--- src/design/tpt_pkg.sv ---
// Shared types, constants and helper functions for the two-class perceptron trainer.
// Used by tpt_ctrl, tpt_datapath and two_class_perceptron_trainer.
`timescale 1ns / 1ps

package tpt_pkg;

    localparam int MAX_PER_CLASS = 64;
    localparam int FEATURES      = 4;
    localparam int WEIGHT_BITS   = 32;
    localparam int FEAT_BITS     = 8;
    localparam int SLOTS         = FEATURES + 1;
    localparam int IDX_W         = $clog2(MAX_PER_CLASS);
    localparam int CNT_W         = IDX_W + 1;
    localparam int SLOT_W        = 3;
    localparam int ADDR_W        = IDX_W + 1;
    localparam int SAMPLE_W      = FEATURES * FEAT_BITS;
    localparam int DIFF_W        = WEIGHT_BITS + 1;
    localparam int PROD_W        = DIFF_W + FEAT_BITS + 1;
    localparam int ACC_W         = PROD_W + $clog2(SLOTS);
    localparam int RATE_W        = 8;
    localparam int DELTA_W       = RATE_W + FEAT_BITS;
    localparam int SUM_W         = WEIGHT_BITS + 2;
    localparam int EPOCH_W       = 16;
    localparam int SPC_W         = 7;
    localparam int INIT_W        = 16;

    localparam logic [FEAT_BITS-1:0] BIAS_INPUT = FEAT_BITS'(10);
    localparam logic [SLOT_W-1:0]    LAST_SLOT  = SLOT_W'(SLOTS - 1);
    localparam logic [CNT_W-1:0]     MAX_N      = CNT_W'(MAX_PER_CLASS);

    localparam logic CMD_LOAD  = 1'b0;
    localparam logic CMD_START = 1'b1;

    localparam logic CLASS_FIRST  = 1'b0;
    localparam logic CLASS_SECOND = 1'b1;

    localparam int CFG_ADDR_W = 5;
    localparam logic [2:0] REG_MAX_EPOCHS  = 3'd0;
    localparam logic [2:0] REG_SAMPLES     = 3'd1;
    localparam logic [2:0] REG_INIT_FIRST  = 3'd2;
    localparam logic [2:0] REG_INIT_SECOND = 3'd3;
    localparam logic [2:0] REG_RATE        = 3'd4;

    typedef struct packed {
        logic                 command;
        logic                 sample_class;
        logic [IDX_W-1:0]     sample_index;
        logic [FEAT_BITS-1:0] feature_a;
        logic [FEAT_BITS-1:0] feature_b;
        logic [FEAT_BITS-1:0] feature_c;
        logic [FEAT_BITS-1:0] feature_d;
    } in_item_t;

    typedef struct packed {
        logic                          converged;
        logic [EPOCH_W-1:0]            epoch_count;
        logic [SLOT_W-1:0]             weight_slot;
        logic signed [WEIGHT_BITS-1:0] first_weight;
        logic signed [WEIGHT_BITS-1:0] second_weight;
        logic                          last_result;
    } out_item_t;

    typedef struct packed {
        logic               load_wr;
        logic               mem_rd;
        logic               cls;
        logic [IDX_W-1:0]   idx;
        logic [SLOT_W-1:0]  slot;
        logic               init_w;
        logic               acc_clr;
        logic               mul_en;
        logic               acc_en;
        logic               upd_en;
        logic               out_load;
        logic               conv;
        logic [EPOCH_W-1:0] epoch;
    } tpt_cmd_t;

    typedef struct packed {
        logic acc_pos;
        logic acc_neg;
    } tpt_status_t;

    function automatic logic [FEAT_BITS-1:0] aug_input(
        input logic [SAMPLE_W-1:0] sample,
        input logic [SLOT_W-1:0]   slot
    );
        logic [FEAT_BITS-1:0] x;
        case (slot)
            3'd0:    x = BIAS_INPUT;
            3'd1:    x = sample[4*FEAT_BITS-1:3*FEAT_BITS];
            3'd2:    x = sample[3*FEAT_BITS-1:2*FEAT_BITS];
            3'd3:    x = sample[2*FEAT_BITS-1:FEAT_BITS];
            3'd4:    x = sample[FEAT_BITS-1:0];
            default: x = '0;
        endcase
        return x;
    endfunction

    function automatic logic signed [WEIGHT_BITS-1:0] sat_weight(
        input logic signed [SUM_W-1:0] v
    );
        logic signed [SUM_W-1:0] hi;
        logic signed [SUM_W-1:0] lo;
        logic signed [WEIGHT_BITS-1:0] r;
        hi = $signed({3'b000, {(WEIGHT_BITS-1){1'b1}}});
        lo = $signed({3'b111, {(WEIGHT_BITS-1){1'b0}}});
        if (v > hi)
            r = hi[WEIGHT_BITS-1:0];
        else if (v < lo)
            r = lo[WEIGHT_BITS-1:0];
        else
            r = v[WEIGHT_BITS-1:0];
        return r;
    endfunction

endpackage

--- src/design/tpt_ctrl.sv ---
// Controller: sequences loads, training epochs and the result drain.
// Drives tpt_datapath through tpt_cmd_t; depends on tpt_pkg.
`timescale 1ns / 1ps

module tpt_ctrl
    import tpt_pkg::*;
(
    input  logic               clk,
    input  logic               rst_n,
    input  logic               in_valid,
    input  logic               in_command,
    output logic               in_ready,
    output logic               out_valid,
    input  logic               out_ready,
    input  logic [EPOCH_W-1:0] max_epochs,
    input  logic [SPC_W-1:0]   samples_per_class,
    input  tpt_status_t        status,
    output tpt_cmd_t           cmd
);

    typedef enum logic [2:0] {
        S_IDLE,
        S_INIT,
        S_READ,
        S_MUL,
        S_ACC,
        S_DECIDE,
        S_OUT
    } state_t;

    state_t             state_reg, state_next;
    logic               cls_reg, cls_next;
    logic [IDX_W-1:0]   idx_reg, idx_next;
    logic [SLOT_W-1:0]  slot_reg, slot_next;
    logic [EPOCH_W-1:0] epoch_reg, epoch_next;
    logic               err_reg, err_next;
    logic               conv_reg, conv_next;
    logic               out_valid_reg, out_valid_next;

    logic [CNT_W-1:0]   n_eff;
    logic               last_sample;
    logic               wrong;
    logic               err_now;
    logic [EPOCH_W:0]   epoch_inc;

    assign n_eff       = (CNT_W'(samples_per_class) > MAX_N) ? MAX_N
                                                             : CNT_W'(samples_per_class);
    assign last_sample = ({1'b0, idx_reg} == (n_eff - CNT_W'(1)));
    assign wrong       = (cls_reg == CLASS_FIRST) ? !status.acc_pos : !status.acc_neg;
    assign err_now     = err_reg | wrong;
    assign epoch_inc   = {1'b0, epoch_reg} + (EPOCH_W+1)'(1);

    always_comb
    begin
        state_next = state_reg;
        cls_next   = cls_reg;
        idx_next   = idx_reg;
        slot_next  = slot_reg;
        epoch_next = epoch_reg;
        err_next   = err_reg;
        conv_next  = conv_reg;
        in_ready   = 1'b0;

        cmd          = '0;
        cmd.cls      = cls_reg;
        cmd.idx      = idx_reg;
        cmd.slot     = slot_reg;
        cmd.conv     = conv_reg;
        cmd.epoch    = epoch_reg;

        unique case (state_reg)
            S_IDLE:
            begin
                in_ready = 1'b1;
                if (in_valid)
                begin
                    if (in_command == CMD_LOAD)
                        cmd.load_wr = 1'b1;
                    else
                        state_next = S_INIT;
                end
            end
            S_INIT:
            begin
                cmd.init_w = 1'b1;
                epoch_next = '0;
                err_next   = 1'b0;
                cls_next   = CLASS_FIRST;
                idx_next   = '0;
                slot_next  = '0;
                if (max_epochs == '0)
                begin
                    conv_next  = 1'b0;
                    state_next = S_OUT;
                end
                else if (n_eff == '0)
                begin
                    conv_next  = 1'b1;
                    state_next = S_OUT;
                end
                else
                begin
                    state_next = S_READ;
                end
            end
            S_READ:
            begin
                cmd.mem_rd  = 1'b1;
                cmd.acc_clr = 1'b1;
                slot_next   = '0;
                state_next  = S_MUL;
            end
            S_MUL:
            begin
                cmd.mul_en = 1'b1;
                cmd.acc_en = (slot_reg != '0);
                if (slot_reg == LAST_SLOT)
                    state_next = S_ACC;
                else
                    slot_next = slot_reg + SLOT_W'(1);
            end
            S_ACC:
            begin
                cmd.acc_en = 1'b1;
                state_next = S_DECIDE;
            end
            S_DECIDE:
            begin
                cmd.upd_en = wrong;
                slot_next  = '0;
                if (!last_sample)
                begin
                    idx_next   = idx_reg + IDX_W'(1);
                    err_next   = err_now;
                    state_next = S_READ;
                end
                else if (cls_reg == CLASS_FIRST)
                begin
                    cls_next   = CLASS_SECOND;
                    idx_next   = '0;
                    err_next   = err_now;
                    state_next = S_READ;
                end
                else if (!err_now)
                begin
                    conv_next  = 1'b1;
                    state_next = S_OUT;
                end
                else
                begin
                    epoch_next = epoch_inc[EPOCH_W-1:0];
                    if (epoch_inc >= {1'b0, max_epochs})
                    begin
                        conv_next  = 1'b0;
                        state_next = S_OUT;
                    end
                    else
                    begin
                        cls_next   = CLASS_FIRST;
                        idx_next   = '0;
                        err_next   = 1'b0;
                        state_next = S_READ;
                    end
                end
            end
            S_OUT:
            begin
                if (!out_valid_reg || out_ready)
                begin
                    cmd.out_load = 1'b1;
                    if (slot_reg == LAST_SLOT)
                        state_next = S_IDLE;
                    else
                        slot_next = slot_reg + SLOT_W'(1);
                end
            end
            default:
            begin
                state_next = S_IDLE;
            end
        endcase

        if (cmd.out_load)
            out_valid_next = 1'b1;
        else if (out_ready)
            out_valid_next = 1'b0;
        else
            out_valid_next = out_valid_reg;
    end

    always_ff @(posedge clk or negedge rst_n)
    begin
        if (!rst_n)
        begin
            state_reg     <= S_IDLE;
            cls_reg       <= CLASS_FIRST;
            idx_reg       <= '0;
            slot_reg      <= '0;
            epoch_reg     <= '0;
            err_reg       <= 1'b0;
            conv_reg      <= 1'b0;
            out_valid_reg <= 1'b0;
        end
        else
        begin
            state_reg     <= state_next;
            cls_reg       <= cls_next;
            idx_reg       <= idx_next;
            slot_reg      <= slot_next;
            epoch_reg     <= epoch_next;
            err_reg       <= err_next;
            conv_reg      <= conv_next;
            out_valid_reg <= out_valid_next;
        end
    end

    assign out_valid = out_valid_reg;

endmodule

--- config.mk ---
export PLATFORM = sky130hd
export DESIGN_NAME = tpt_ctrl
export DESIGN_NICKNAME = d
export VERILOG_FILES = /design/src/design/tpt_pkg.sv /design/src/design/tpt_ctrl.sv
export SDC_FILE = /design/constraint.sdc
export NUM_CORES = 1
export LEC_CHECK = 0
export BUFFER_PORTS_ARGS = -buffer_cell sky130_fd_sc_hd__buf_2
export CORE_MARGIN = 5
export CORE_UTILIZATION = 40
export CTS_BUF_LIST = sky130_fd_sc_hd__clkbuf_16
export DETAILED_ROUTE_END_ITERATION = 16
export SLEW_MARGIN = 20
export SYNTH_ARGS = -nofsm -noshare
export SYNTH_HDL_FRONTEND = slang
export SYNTH_SLANG_ARGS = --single-unit
--- constraint.sdc ---
create_clock -name clk -period 9.2 [get_ports clk]
set_input_delay 0.92 -clock clk [delete_from_list [all_inputs] [get_ports clk]]
set_output_delay 0.92 -clock clk [all_outputs]
set_load 0.05 [all_outputs]
==> summary.txt <==
CTS tree - yes
worst r2r src - epoch_reg[2]$_DFFE_PN0P_
PnR worst setup slack - 5.76 ns
Mapped Area - 2800 um2
largest net degree at the start of global routing - 33
CP startpoint kind - register
Lkg Pwr - 0.00171 uW
Horiz. Die Dim - 93.7 um
Hold Buf Count CTS - 0
number of synthesized flops with an enable pin - 0
worst rel slew slack - 0.485
Clock Sinks - 32
crit path DAT - 3.63 ns
first-pass GRT wire length - 12400 um
gr usage total - 0.174
Fin. Hold Viols - 0
net count after synthesis - 395
Max Slew Vio Count - 0
most area-consuming cells after synthesis - dfrtp_1 29%, ha_1 9.8%, nand2_1 5.2%
Worst R2R Setup Slack - 5.76 ns
chip height - 93.7 um
Worst Setup EP - idx_reg[3]$_DFFE_PN0P_
worst min path class - register to register
area delta synth->final - 18.4%
share of cells above drive strength 1 - 0.221
unrepaired setup endpoints after global routing - no
Top Family by Delay on Critical Path - simple AND/OR/NAND/NOR gates
WS Path Type - register to register
most frequent cells in the layout - 66 x buf_2, 39 x nand2_1, 32 x dfrtp_1
most frequent CP cell - and3_1
First-pass DRT Iterations - 4
MaxCap Viol Count - 0
CTS buffer count - 5
Seq/Total Area, Yosys - 0.286
die area - 8780 um2
Pwr Density - 184 nW/um2
antenna violations before repair - 0
post-CTS sizing - 0
Pwr Total - 612 uW
most common cell after layout, fill and taps aside - buf_2
Initial Utilization - 0.413
Mapped Cells - 343
Initial DRC Count - 128
DR vias/cell - 5.36
async set or reset register ratio after synthesis - 1.00
Slew @ Worst Pin - 0.771 ns
H-Tree Level Count - 2
drt total wl - 7210 um
setup TNS - 0 ns
via count - 2655
Row Count - 30
worst endpoint required time - 9.39 ns
WP buf/inv - 0
routability cong. - 0.882
fin crit period - 3.44 ns
ratio of final minimum period to clock period - 0.374
Syn. warnings - 0
clock skew - 0.00408 ns
Clock Tree Buf Depth - 2
Setup-failing EPs final - 0
Post-Place Cell Area - 3160 um2
worst slack at placement - 5.77 ns
diode count - 0
# Post-CTS Setup Buffers - 0
Mean Syn Cell Area - 8.17 um2
R2R cell count - 11
status - completed
Levels on crit path - 11
Clock Latency Late Sink - 0.28 ns
Highest Clock Rate - 290 MHz
ys flop type - dfrtp_1
Yosys reg bits - 32
Finished Core Util - 0.488
IO buf count - 66
design area - 3320 um2
vias in the first global route - 2592
Yosys top cell by area - dfrtp_1
core area - 6790 um2
max reg flops - 16
gr ovfl total - 0
Final ANT Viol Nets - 0
count of unique library cells instantiated by Yosys - 58
post-detail-place hpwl - 5550 um
slowest CP cell - a2111oi_2
Boundary Pins - 67
crit-path max cell delay - 0.47 ns
fin nets - 450
crit path from - epoch_reg[2]$_DFFE_PN0P_
area share of the largest cell type after synthesis - 0.286
WL/cell - 14.6 um
CTS clk-pin slew, worst paths - 0.05 ns
CP max FO - 8
DRC viols - 0
critical path endpoint category - register
RR Endpoint - idx_reg[3]$_DFFE_PN0P_
worst vdd ir - 0.185 mV
cells along the critical path - and3_1 -> and3_1 -> and3_1 -> nand3_1 -> xnor2_1 -> ha_1 -> nand3_1 -> or3_1 -> a2111oi_2 -> o211ai_1 -> o21ai_0
CTS root buf - clkbuf_16
tightest hold or removal path, cell delays in order (launching register included):
cell and delay [ns]:
dfrtp_1 0.36, nand2_1 0.06, o211ai_1 0.08
logic make-up after synthesis:
kind of cell / count (synthesis) / share of synthesized area
AND/OR/NAND/NOR: 140 / 0.258
adder cells (fa/ha/maj): 22 / 0.0982
multiplexers: 6 / 0.0232
buffers and inverters: 39 / 0.0629
flip-flops: 32 / 0.286
AO/OA/AOI/OAI: 92 / 0.234
XOR/XNOR: 12 / 0.0375
worst min path at each step:
stage               depth (start not counted)  slack, ns                start                   to
floorplan                                   2       0.50  err_reg$_DFFE_PN0P_  err_reg$_DFFE_PN0P_
global placement                            2       0.52  err_reg$_DFFE_PN0P_  err_reg$_DFFE_PN0P_
detailed placement                          2       0.53  err_reg$_DFFE_PN0P_  err_reg$_DFFE_PN0P_
CTS                                         2       0.54  err_reg$_DFFE_PN0P_  err_reg$_DFFE_PN0P_
global route                                2       0.59  err_reg$_DFFE_PN0P_  err_reg$_DFFE_PN0P_
finish                                      2       0.54  err_reg$_DFFE_PN0P_  err_reg$_DFFE_PN0P_
where the power goes:
part | internal, uW | switching [uW] | leakage (uW)
Sequential | 156 | 28.1 | 0.000431
Combinational | 67.3 | 173 | 0.00120
Clock | 126 | 61.3 | 0.0000789
per-stage QoR:
step / cells / hold slack (ns)
final: 495 / 0.537
after detailed placement: 487 / 0.530
after global routing: 495 / 0.587
after floorplan: 343 / 0.500
after global placement: 487 / 0.516
after CTS: 495 / 0.542
cell type report:
cell class                      count  area [um2]
Sequential cell                    32         801
Multi-Input combinational cell    272        1830
Clock inverter                      3        37.5
Clock buffer                        5         125
Fill cell                         672        3480
Timing Repair Buffer               66         330
Inverter                           21        78.8
Tap cell                           96         120
Yosys cell counts (3+ instances only):
library cell,count
a22o_1,4
and3_1,9
nor4_1,4
dfrtp_1,32
a21oi_1,12
xnor2_1,10
o211ai_1,3
ha_1,22
inv_1,21
o21ai_0,27
nand2_1,39
buf_4,5
nor3b_1,3
clkbuf_1,9
nor2_1,20
a211oi_1,10
nor3_1,9
nand3_1,18
mux2_2,4
nor2b_1,4
a21o_1,12
nand2b_1,17
routing by layer:
layer,vias up,global-route usage,share of wire
met5,-,0,0
li1,1343,-,-
met2,58,0.286,0.47
met3,8,0.0232,0.048
met4,0,0.0626,0.019
met1,1246,0.233,0.47
No activity file was read; power rests on OpenSTA's default activity.
